--- src/dbd_pkg.sv ---
// ----------------------------------------------------------------------------
// dbd_pkg
// Shared types and constants for the detection box decode block.
// ----------------------------------------------------------------------------
package dbd_pkg;

    // Default parameter values
    localparam int MAX_CLASSES_DEF   = 128;
    localparam int FRACTION_BITS_DEF = 15;

    // Field widths
    localparam int SCORE_W   = 16;
    localparam int BOX_W     = 17;
    localparam int SIZE_W    = 13;
    localparam int COUNT_W   = 8;
    localparam int TAG_W     = 8;
    localparam int LO_PX_W   = 13;
    localparam int HI_PX_W   = 14;

    // Sums of 2*center +/- size, and their products with the image size
    localparam int SUM_W     = BOX_W + 2;
    localparam int PROD_W    = SUM_W + SIZE_W + 1;

    // Configuration port
    localparam int CFG_IDX_W  = 2;
    localparam int CFG_DATA_W = 16;

    typedef enum logic [CFG_IDX_W-1:0] {
        CFG_THRESHOLD = 2'd0,
        CFG_WIDTH     = 2'd1,
        CFG_HEIGHT    = 2'd2,
        CFG_COUNT     = 2'd3
    } cfg_index_t;

    // Register reset values
    localparam logic [SCORE_W-1:0] THRESHOLD_RST = 16'd7864;
    localparam logic [SIZE_W-1:0]  WIDTH_RST     = 13'd640;
    localparam logic [SIZE_W-1:0]  HEIGHT_RST    = 13'd480;
    localparam logic [COUNT_W-1:0] COUNT_RST     = 8'd80;

endpackage

--- src/dbd_axis.sv ---
// ----------------------------------------------------------------------------
// dbd_axis
// Scale one axis to pixels: truncate both edge products toward zero and
// clamp the low edge at zero, the high edge at size minus one; saturate both.
// ----------------------------------------------------------------------------
module dbd_axis
    import dbd_pkg::*;
#(
    parameter int FRACTION_BITS = FRACTION_BITS_DEF
)
(
    input  logic signed [PROD_W-1:0]  prod_lo,
    input  logic signed [PROD_W-1:0]  prod_hi,
    input  logic        [SIZE_W-1:0]  size,
    output logic        [LO_PX_W-1:0] lo_px,
    output logic signed [HI_PX_W-1:0] hi_px
);

    localparam int SHIFT = FRACTION_BITS + 1;
    localparam logic signed [PROD_W-1:0] BIAS = PROD_W'((1 << SHIFT) - 1);
    localparam logic signed [PROD_W-1:0] LO_MAX = PROD_W'((1 << LO_PX_W) - 1);
    localparam logic signed [PROD_W-1:0] HI_MIN = -PROD_W'(1 << (HI_PX_W - 1));

    logic signed [PROD_W-1:0] q_lo;
    logic signed [PROD_W-1:0] q_hi;
    logic signed [PROD_W-1:0] hi_lim;
    logic signed [PROD_W-1:0] hi_cl;

    // Arithmetic shift rounds down; bias negative values to round toward zero
    assign q_lo = (prod_lo < 0) ? ((prod_lo + BIAS) >>> SHIFT) : (prod_lo >>> SHIFT);
    assign q_hi = (prod_hi < 0) ? ((prod_hi + BIAS) >>> SHIFT) : (prod_hi >>> SHIFT);

    assign hi_lim = $signed({{(PROD_W - SIZE_W){1'b0}}, size}) - PROD_W'(1);

    always_comb
    begin
        if (q_lo < 0)
        begin
            lo_px = '0;
        end
        else if (q_lo > LO_MAX)
        begin
            lo_px = LO_MAX[LO_PX_W-1:0];
        end
        else
        begin
            lo_px = q_lo[LO_PX_W-1:0];
        end
    end

    always_comb
    begin
        hi_cl = (q_hi > hi_lim) ? hi_lim : q_hi;
        if (hi_cl < HI_MIN)
        begin
            hi_cl = HI_MIN;
        end
        hi_px = hi_cl[HI_PX_W-1:0];
    end

endmodule

--- src/detection_box_decode.sv ---
// ----------------------------------------------------------------------------
// detection_box_decode
// Argmax over a detection's class scores, confidence test and pixel box.
// ----------------------------------------------------------------------------
// Usage:
//   Input requests carry one class score each, class_count of them per
//   detection in class order. A request is taken at a clock edge with
//   in_valid high and in_stall low. The box fields, last_detection and
//   frame_tag are sampled from the final class request of each detection.
//   Each detection yields exactly one output request, taken at an edge with
//   out_valid high and out_stall low. Box fields read zero when not kept.
//   Throughput: one score request per cycle while in_stall is low. The
//   argmax is a single compare-and-update per request; the box path is three
//   register stages (capture, 19x14 multiply, round and clamp), each advancing
//   one step per cycle when the stage after it can take the result.
//   Result path: the final class request is registered in the capture stage,
//   then the multiply stage, then the output register, which drives out_valid.
//   Stall: when out_stall holds a result, the box pipeline fills and
//   in_stall rises only once the capture stage is full.
//   Configuration: cfg_ready is always high; write only while idle.
//   Reset: registers return to 7864 / 640 / 480 / 80, the argmax and class
//   position clear and the pipeline empties.
// ----------------------------------------------------------------------------
module detection_box_decode
    import dbd_pkg::*;
#(
    parameter int MAX_CLASSES   = MAX_CLASSES_DEF,
    parameter int FRACTION_BITS = FRACTION_BITS_DEF,
    localparam int IDX_W        = $clog2(MAX_CLASSES)
)
(
    input  logic                      clk,
    input  logic                      rst_n,

    // Configuration write channel
    input  logic                      cfg_valid,
    output logic                      cfg_ready,
    input  logic [CFG_IDX_W-1:0]      cfg_index,
    input  logic [CFG_DATA_W-1:0]     cfg_data,

    // Score input channel
    input  logic                      in_valid,
    output logic                      in_stall,
    input  logic [SCORE_W-1:0]        class_score,
    input  logic signed [BOX_W-1:0]   center_x,
    input  logic signed [BOX_W-1:0]   center_y,
    input  logic signed [BOX_W-1:0]   box_width,
    input  logic signed [BOX_W-1:0]   box_height,
    input  logic                      last_detection,
    input  logic [TAG_W-1:0]          frame_tag,

    // Result channel
    output logic                      out_valid,
    input  logic                      out_stall,
    output logic                      kept,
    output logic [IDX_W-1:0]          best_class,
    output logic [SCORE_W-1:0]        confidence,
    output logic [LO_PX_W-1:0]        left_px,
    output logic [LO_PX_W-1:0]        top_px,
    output logic signed [HI_PX_W-1:0] right_px,
    output logic signed [HI_PX_W-1:0] bottom_px,
    output logic                      frame_end,
    output logic [TAG_W-1:0]          result_tag
);

    localparam int CNT_W = (IDX_W + 1 > COUNT_W) ? IDX_W + 1 : COUNT_W;
    localparam logic [31:0] SCORE_ONE = 32'(1) << FRACTION_BITS;

    // ------------------------------------------------------------------
    // Configuration registers
    // ------------------------------------------------------------------
    logic [SCORE_W-1:0] score_threshold_reg;
    logic [SIZE_W-1:0]  image_width_reg;
    logic [SIZE_W-1:0]  image_height_reg;
    logic [COUNT_W-1:0] class_count_reg;

    assign cfg_ready = 1'b1;

    always_ff @(posedge clk or negedge rst_n)
    begin
        if (!rst_n)
        begin
            score_threshold_reg <= THRESHOLD_RST;
            image_width_reg     <= WIDTH_RST;
            image_height_reg    <= HEIGHT_RST;
            class_count_reg     <= COUNT_RST;
        end
        else if (cfg_valid && cfg_ready)
        begin
            unique case (cfg_index_t'(cfg_index))
                CFG_THRESHOLD: score_threshold_reg <= cfg_data;
                CFG_WIDTH:     image_width_reg     <= cfg_data[SIZE_W-1:0];
                CFG_HEIGHT:    image_height_reg    <= cfg_data[SIZE_W-1:0];
                CFG_COUNT:     class_count_reg     <= cfg_data[COUNT_W-1:0];
                default:       ;
            endcase
        end
    end

    // ------------------------------------------------------------------
    // Pipeline flow control: a stage advances when it is empty or the
    // stage after it advances.
    // ------------------------------------------------------------------
    logic s1_valid_reg;
    logic s2_valid_reg;
    logic out_valid_reg;
    logic ready_out;
    logic ready_s2;
    logic ready_s1;
    logic in_accept;

    assign ready_out = !out_valid_reg || !out_stall;
    assign ready_s2  = !s2_valid_reg || ready_out;
    assign ready_s1  = !s1_valid_reg || ready_s2;
    assign in_stall  = !ready_s1;
    assign in_accept = in_valid && !in_stall;

    // ------------------------------------------------------------------
    // Running argmax
    // ------------------------------------------------------------------
    logic [SCORE_W-1:0] best_score_reg;
    logic [IDX_W-1:0]   best_index_reg;
    logic [IDX_W-1:0]   class_position_reg;

    logic [CNT_W-1:0]   count_ext;
    logic [CNT_W-1:0]   count_eff;
    logic [CNT_W-1:0]   pos_plus1;
    logic               is_final;
    logic               take_new;
    logic [SCORE_W-1:0] sel_score;
    logic [IDX_W-1:0]   sel_index;
    logic               kept_in;

    // Clip the class count into one .. MAX_CLASSES
    assign count_ext = CNT_W'(class_count_reg);
    assign count_eff = (count_ext == '0) ? CNT_W'(1) :
                       (count_ext > CNT_W'(MAX_CLASSES)) ? CNT_W'(MAX_CLASSES) : count_ext;
    assign pos_plus1 = CNT_W'(class_position_reg) + CNT_W'(1);
    assign is_final  = (pos_plus1 >= count_eff);

    // First class always takes over; later ones only on a strict win
    assign take_new  = (class_position_reg == '0) || (class_score > best_score_reg);
    assign sel_score = take_new ? class_score : best_score_reg;
    assign sel_index = take_new ? class_position_reg : best_index_reg;

    assign kept_in = (32'(sel_score) <= SCORE_ONE) && (sel_score > score_threshold_reg);

    always_ff @(posedge clk or negedge rst_n)
    begin
        if (!rst_n)
        begin
            best_score_reg     <= '0;
            best_index_reg     <= '0;
            class_position_reg <= '0;
        end
        else if (in_accept)
        begin
            if (is_final)
            begin
                best_score_reg     <= '0;
                best_index_reg     <= '0;
                class_position_reg <= '0;
            end
            else
            begin
                best_score_reg     <= sel_score;
                best_index_reg     <= sel_index;
                class_position_reg <= class_position_reg + IDX_W'(1);
            end
        end
    end

    // ------------------------------------------------------------------
    // Stage 1: capture the final class request, form 2*center -/+ size
    // ------------------------------------------------------------------
    logic                     s1_kept_reg;
    logic [IDX_W-1:0]         s1_class_reg;
    logic [SCORE_W-1:0]       s1_conf_reg;
    logic                     s1_end_reg;
    logic [TAG_W-1:0]         s1_tag_reg;
    logic signed [SUM_W-1:0]  s1_xlo_reg;
    logic signed [SUM_W-1:0]  s1_xhi_reg;
    logic signed [SUM_W-1:0]  s1_ylo_reg;
    logic signed [SUM_W-1:0]  s1_yhi_reg;

    logic signed [SUM_W-1:0]  cx2;
    logic signed [SUM_W-1:0]  cy2;
    logic signed [SUM_W-1:0]  bw_ext;
    logic signed [SUM_W-1:0]  bh_ext;

    assign cx2    = $signed({center_x[BOX_W-1], center_x, 1'b0});
    assign cy2    = $signed({center_y[BOX_W-1], center_y, 1'b0});
    assign bw_ext = $signed({{2{box_width[BOX_W-1]}}, box_width});
    assign bh_ext = $signed({{2{box_height[BOX_W-1]}}, box_height});

    always_ff @(posedge clk or negedge rst_n)
    begin
        if (!rst_n)
        begin
            s1_valid_reg <= 1'b0;
        end
        else if (ready_s1)
        begin
            s1_valid_reg <= in_accept && is_final;
        end
    end

    always_ff @(posedge clk)
    begin
        if (in_accept && is_final)
        begin
            s1_kept_reg  <= kept_in;
            s1_class_reg <= sel_index;
            s1_conf_reg  <= sel_score;
            s1_end_reg   <= last_detection;
            s1_tag_reg   <= frame_tag;
            s1_xlo_reg   <= cx2 - bw_ext;
            s1_xhi_reg   <= cx2 + bw_ext;
            s1_ylo_reg   <= cy2 - bh_ext;
            s1_yhi_reg   <= cy2 + bh_ext;
        end
    end

    // ------------------------------------------------------------------
    // Stage 2: scale by image size
    // ------------------------------------------------------------------
    logic                     s2_kept_reg;
    logic [IDX_W-1:0]         s2_class_reg;
    logic [SCORE_W-1:0]       s2_conf_reg;
    logic                     s2_end_reg;
    logic [TAG_W-1:0]         s2_tag_reg;
    logic signed [PROD_W-1:0] s2_xlo_reg;
    logic signed [PROD_W-1:0] s2_xhi_reg;
    logic signed [PROD_W-1:0] s2_ylo_reg;
    logic signed [PROD_W-1:0] s2_yhi_reg;

    logic signed [PROD_W-1:0] w_ext;
    logic signed [PROD_W-1:0] h_ext;

    assign w_ext = $signed({{(PROD_W - SIZE_W){1'b0}}, image_width_reg});
    assign h_ext = $signed({{(PROD_W - SIZE_W){1'b0}}, image_height_reg});

    always_ff @(posedge clk or negedge rst_n)
    begin
        if (!rst_n)
        begin
            s2_valid_reg <= 1'b0;
        end
        else if (ready_s2)
        begin
            s2_valid_reg <= s1_valid_reg;
        end
    end

    always_ff @(posedge clk)
    begin
        if (s1_valid_reg && ready_s2)
        begin
            s2_kept_reg  <= s1_kept_reg;
            s2_class_reg <= s1_class_reg;
            s2_conf_reg  <= s1_conf_reg;
            s2_end_reg   <= s1_end_reg;
            s2_tag_reg   <= s1_tag_reg;
            s2_xlo_reg   <= PROD_W'(s1_xlo_reg) * w_ext;
            s2_xhi_reg   <= PROD_W'(s1_xhi_reg) * w_ext;
            s2_ylo_reg   <= PROD_W'(s1_ylo_reg) * h_ext;
            s2_yhi_reg   <= PROD_W'(s1_yhi_reg) * h_ext;
        end
    end

    // ------------------------------------------------------------------
    // Stage 3: truncate, clamp and hold the result until taken
    // ------------------------------------------------------------------
    logic [LO_PX_W-1:0]        x_lo_px;
    logic signed [HI_PX_W-1:0] x_hi_px;
    logic [LO_PX_W-1:0]        y_lo_px;
    logic signed [HI_PX_W-1:0] y_hi_px;

    dbd_axis #(
        .FRACTION_BITS (FRACTION_BITS)
    ) u_axis_x (
        .prod_lo (s2_xlo_reg),
        .prod_hi (s2_xhi_reg),
        .size    (image_width_reg),
        .lo_px   (x_lo_px),
        .hi_px   (x_hi_px)
    );

    dbd_axis #(
        .FRACTION_BITS (FRACTION_BITS)
    ) u_axis_y (
        .prod_lo (s2_ylo_reg),
        .prod_hi (s2_yhi_reg),
        .size    (image_height_reg),
        .lo_px   (y_lo_px),
        .hi_px   (y_hi_px)
    );

    logic                      kept_reg;
    logic [IDX_W-1:0]          best_class_reg;
    logic [SCORE_W-1:0]        confidence_reg;
    logic [LO_PX_W-1:0]        left_px_reg;
    logic [LO_PX_W-1:0]        top_px_reg;
    logic signed [HI_PX_W-1:0] right_px_reg;
    logic signed [HI_PX_W-1:0] bottom_px_reg;
    logic                      frame_end_reg;
    logic [TAG_W-1:0]          result_tag_reg;

    always_ff @(posedge clk or negedge rst_n)
    begin
        if (!rst_n)
        begin
            out_valid_reg <= 1'b0;
        end
        else if (ready_out)
        begin
            out_valid_reg <= s2_valid_reg;
        end
    end

    always_ff @(posedge clk)
    begin
        if (s2_valid_reg && ready_out)
        begin
            kept_reg       <= s2_kept_reg;
            best_class_reg <= s2_class_reg;
            confidence_reg <= s2_conf_reg;
            frame_end_reg  <= s2_end_reg;
            result_tag_reg <= s2_tag_reg;
            // Drop the box of a rejected detection
            left_px_reg    <= s2_kept_reg ? x_lo_px : '0;
            right_px_reg   <= s2_kept_reg ? x_hi_px : '0;
            top_px_reg     <= s2_kept_reg ? y_lo_px : '0;
            bottom_px_reg  <= s2_kept_reg ? y_hi_px : '0;
        end
    end

    assign out_valid  = out_valid_reg;
    assign kept       = kept_reg;
    assign best_class = best_class_reg;
    assign confidence = confidence_reg;
    assign left_px    = left_px_reg;
    assign top_px     = top_px_reg;
    assign right_px   = right_px_reg;
    assign bottom_px  = bottom_px_reg;
    assign frame_end  = frame_end_reg;
    assign result_tag = result_tag_reg;

    // ------------------------------------------------------------------
    // Assertions
    // ------------------------------------------------------------------
    // Input backs up only when the capture stage is occupied
    a_stall_only_when_full: assert property (@(posedge clk) disable iff (!rst_n)
        in_stall |-> s1_valid_reg)
        else $error("in_stall raised with an empty capture stage");

    // A blocked stage 2 result is not lost
    a_s2_hold: assert property (@(posedge clk) disable iff (!rst_n)
        (s2_valid_reg && !ready_out) |=> s2_valid_reg)
        else $error("stage 2 result dropped while blocked");

    // A rejected detection carries an all-zero box
    a_reject_zero_box: assert property (@(posedge clk) disable iff (!rst_n)
        (out_valid && !kept) |-> (left_px == '0 && top_px == '0 &&
                                  right_px == '0 && bottom_px == '0))
        else $error("rejected detection with a nonzero box");

    // A kept detection never scores above 1.0
    a_kept_score: assert property (@(posedge clk) disable iff (!rst_n)
        (out_valid && kept) |-> (32'(confidence) <= SCORE_ONE))
        else $error("kept detection with score above 1.0");

endmodule

--- config.mk ---
export PLATFORM = sky130hd
export DESIGN_NAME = detection_box_decode
export DESIGN_NICKNAME = d
export VERILOG_FILES = /design/src/dbd_pkg.sv /design/src/dbd_axis.sv /design/src/detection_box_decode.sv
export SDC_FILE = /design/constraint.sdc
export NUM_CORES = 2
export LEC_CHECK = 0
export ABC_AREA = 1
export BUFFER_PORTS_ARGS = -buffer_cell sky130_fd_sc_hd__buf_2
export CORE_MARGIN = 3
export CORE_UTILIZATION = 60
export CTS_CLUSTER_SIZE = 25
export DETAILED_ROUTE_END_ITERATION = 10
export GPL_ROUTABILITY_DRIVEN = 0
export PLACE_DENSITY = 0.77
export SYNTH_ARGS = -nofsm -noshare
export SYNTH_HDL_FRONTEND = slang
export SYNTH_HIERARCHICAL = 1
export SYNTH_SLANG_ARGS = --single-unit
--- constraint.sdc ---
create_clock -name clk -period 7.9 [get_ports clk]
set_input_delay 1.58 -clock clk [delete_from_list [all_inputs] [get_ports clk]]
set_output_delay 1.58 -clock clk [all_outputs]
set_load 0.01 [all_outputs]
==> summary.md <==
| Metric | Value |
|---|---|
| Clk root buf | sky130_fd_sc_hd__clkbuf_16 |
| Wire length per cell | 16.5 um |
| Top-level I/O count | 206 |
| Synth unique cells | 64 |
| Mean instance size in the synthesized netlist | 8.58 um^2 |
| Final standard cell area without fillers | 0.0646 mm^2 |
| Number of nets at the end of the flow | 8671 |
| Antenna-violating nets left | 0 |
| Total standard cell area after synthesis | 0.0608 mm^2 |
| Worst hold slack | 0.415 ns |
| Floorplan die height | 324 um |
| Detailed Routing Iterations Pass 1 | 6 |
| RSZ-0062 raised after global routing | false |
| Sum of net half-perimeters after detailed placement | 114 mm |
| Crit. End Element | flip-flop |
| Number of standard cells after synthesis | 7092 |
| Final-report hold violation count | 0 |
| Final routed DRC violation total | 0 |
| Via Count | 45344 |
| Minimum setup slack in the final design | 1.19 ns |
| Worst min-delay path startpoint | s1_conf_reg[14]$_DFFE_PP_ |
| Critical path launch point type | flip-flop |
| Skew-Pair Late Insertion Delay | 0.63 ns |
| Required time of the critical path | 8.26 ns |
| Layout-stage area growth over the synthesis result | 6.13% |
| Post-CTS setup buffers | 0 |
| Largest buffer count on any clock path | 3 |
| Die Outline Area | 0.105 mm^2 |
| Worst min-delay path category | reg -> reg |
| Total negative slack | 0 ns |
| Number of cell rows | 116 |
| Placeable core region | 0.100 mm^2 |
| Average vias per placed instance | 5.30 |
| DRT Wirelength | 141 mm |
| Global route overflow | 0 |
| Fraction of layout cells with a size suffix above 1 | 6.96% |
| Global-route total usage across every layer | 27.4% |
| CTS H-Tree Depth | 2 |
| TritonCTS clock tree | built |
| Count of synthesis-stage warnings from yosys | 6 |
| FF/Latch Area | 0.0128 mm^2 |
| Cell Area, Placed | 0.0629 mm^2 |
| Worst setup path startpoint | image_height_reg[10]$_DFFE_PN0P_ |
| Worst-path fanout max | 23 |
| Number of setup violations in the final report | 0 |
| Maximum capacitance violations | 0 |
| Number of global-route vias before repair | 48066 |
| Outcome | finished, final reports clean |
| Buffers on Ports | 204 |
| Launch instance of the worst register-to-register path | image_height_reg[10]$_DFFE_PN0P_ |
| CP most frequent cell | sky130_fd_sc_hd__fa_1 |
| Cell-by-cell trace of the critical path | buf_4, nand2_1, fa_1, inv_1, fa_1, fa_1, fa_1, fa_1, inv_1, fa_1, inv_1, ha_1, nand2_1, nor4_2, nand4_1, nand3_1, nand2_1, o211ai_1, a21oi_1, xor2_1 |
| Final period utilization | 84.9% |
| Global-route wire length before repair | 235 mm |
| Fmax | 149 MHz |
| Worst max-slew margin expressed relative to the limit | 23.6% |
| Post-CTS clock slew at the launch and capture registers of the worst setup and hold paths | 0.06 ns |
| Largest net degree at the start of global routing | 71 |
| Worst-case setup slack after placement | 1.30 ns |
| Initial antenna violation count | 3 |
| Post-Syn Nets | 8614 |
| Critical path class | reg -> reg |
| Slowest CP cell | sky130_fd_sc_hd__dfrtp_1 |
| Fill cell count | 8126 |
| Final Max Slew Viols | 0 |
| Post-route clock skew | 0.0237 ns |
| Area occupied by multi-input gates | 0.0395 mm^2 |
| Post-cts resize count | 0 |
| Clk sink count | 440 |
| Number of buffers added by the clock tree synthesis step | 48 |
| Critical Path Max Stage Delay | 0.97 ns |
| Slew at the pin with the worst max-slew slack | 1.15 ns |
| Die outline width | 324 um |
| Register area share after synthesis | 21.1% |
| Initial Util | 60.7% |
| Detailed Route Iter0 Violations | 3424 |
| Final min period | 6.71 ns |
| Post-cts hold buffer count | 0 |
| Flop and latch count out of synthesis | 440 |
| Worst EP arrival | 7.07 ns |
==> per-layer routing <==
| layer | vias to the layer above | GRT usage [%] | part of all wire (%) |
|---|---|---|---|
| met2 | 1576 | 48.1 | 50 |
| met1 | 22293 | 34.2 | 39 |
| met4 | 0 | 10.6 | 4.1 |
| met5 | - | 0 | 0 |
| li1 | 21090 | - | - |
| met3 | 385 | 4.46 | 7.1 |
==> worst paths after layout <==
check	end	slack, ns	cells past startpoint
hold / removal	s2_conf_reg[14]$_DFFE_PP_	0.41	0
hold reg to reg	s2_conf_reg[14]$_DFFE_PP_	0.41	0
min in group asynchronous	best_score_reg[4]$_DFFE_PN0P_	0.86	1
setup / recovery	s2_yhi_reg[30]$_DFFE_PP_	1.19	20
max in group asynchronous	image_height_reg[4]$_DFFE_PN0P_	5.89	2
setup reg to reg	s2_yhi_reg[30]$_DFFE_PP_	1.19	20
==> synth_stat cells, drive strengths merged <==
library cell	number	share of area, %
xnor2	75	1.1
clkinv	1	0.0062
clkbuf	175	1.1
o2111ai	2	0.029
and3	2	0.021
a21oi	271	2.4
nor4	23	0.32
nand2	1627	10
conb	1	0.0062
a21boi	22	0.31
nand3b	7	0.099
o211ai	6	0.099
dfstp	16	0.69
dfrtp	67	2.8
a211oi	4	0.049
o22ai	6	0.062
buf	58	0.48
a41oi	1	0.014
nor3	54	0.52
o21ai	229	2.0
o31ai	5	0.062
inv	2010	12
a22o	2	0.029
a31oi	21	0.22
a21o	23	0.28
nand3	135	1.3
or2	4	0.041
o21bai	5	0.074
o21a	4	0.049
fa	940	31
xor2	203	3.0
ha	466	9.6
o32ai	1	0.014
a221oi	5	0.072
nor2	222	1.5
nand4	39	0.43
edfxtp	357	18
o221ai	3	0.043
==> per-stage QoR <==
stage	std cells	util, %
floorplan	7092	-
global placement	8456	62.7
detailed placement	8456	62.7
CTS	8545	64.4
global route	8545	64.4
finish	8549	64.4
==> placed cells by master, fill, tap and decap left out, types with 26 or more instances in the layout <==
master | Yosys | routed
sky130_fd_sc_hd__nand4_1 | 36 | 36
sky130_fd_sc_hd__dfrtp_1 | 67 | 67
sky130_fd_sc_hd__nand3_1 | 116 | 116
sky130_fd_sc_hd__clkbuf_16 | 0 | 48
sky130_fd_sc_hd__o21ai_1 | 26 | 26
sky130_fd_sc_hd__buf_2 | 3 | 203
sky130_fd_sc_hd__ha_1 | 466 | 466
sky130_fd_sc_hd__nand2_1 | 1583 | 1583
sky130_fd_sc_hd__a21oi_2 | 27 | 27
sky130_fd_sc_hd__xor2_1 | 199 | 199
sky130_fd_sc_hd__nor3_1 | 47 | 47
sky130_fd_sc_hd__fa_1 | 940 | 940
sky130_fd_sc_hd__inv_1 | 1999 | 1997
sky130_fd_sc_hd__xnor2_1 | 75 | 75
sky130_fd_sc_hd__nand2_2 | 27 | 27
sky130_fd_sc_hd__o21ai_0 | 188 | 188
sky130_fd_sc_hd__nor2_1 | 211 | 210
sky130_fd_sc_hd__buf_4 | 4 | 37
sky130_fd_sc_hd__a21oi_1 | 244 | 243
sky130_fd_sc_hd__edfxtp_1 | 357 | 357
==> cells by family after synthesis <==
family / Yosys count / synth area share, %
buf+inv: 2244 / 14.0
compound gates: 610 / 5.78
other cells: 1 / 0.00616
xor+xnor: 278 / 4.05
fa+ha+maj: 1406 / 40.5
flops: 440 / 21.1
simple gates: 2113 / 14.6
==> cell type report <==
cell class              count  share of cell area (%)
repair buffers            240                    2.00
inverters                2011                    11.7
well taps                1357                    2.63
clock buffers              57                    1.93
diodes                      4                  0.0155
flip-flops and latches    440                    19.9
multi-input cells        4408                    61.2
clock inverters            32                   0.634
==> worst max-delay path, delay by kind of cell, from the launching register on <==
family / cells / cell delay [ns]
compound gates: 2 / 0.27
simple gates: 6 / 1.05
buf+inv: 4 / 0.62
xor+xnor: 1 / 0.15
fa+ha+maj: 7 / 3.36
flops: 1 / 0.97
Power is not shown: default switching activity piles up to over one toggle a cycle in this logic, so the estimate is an artifact.
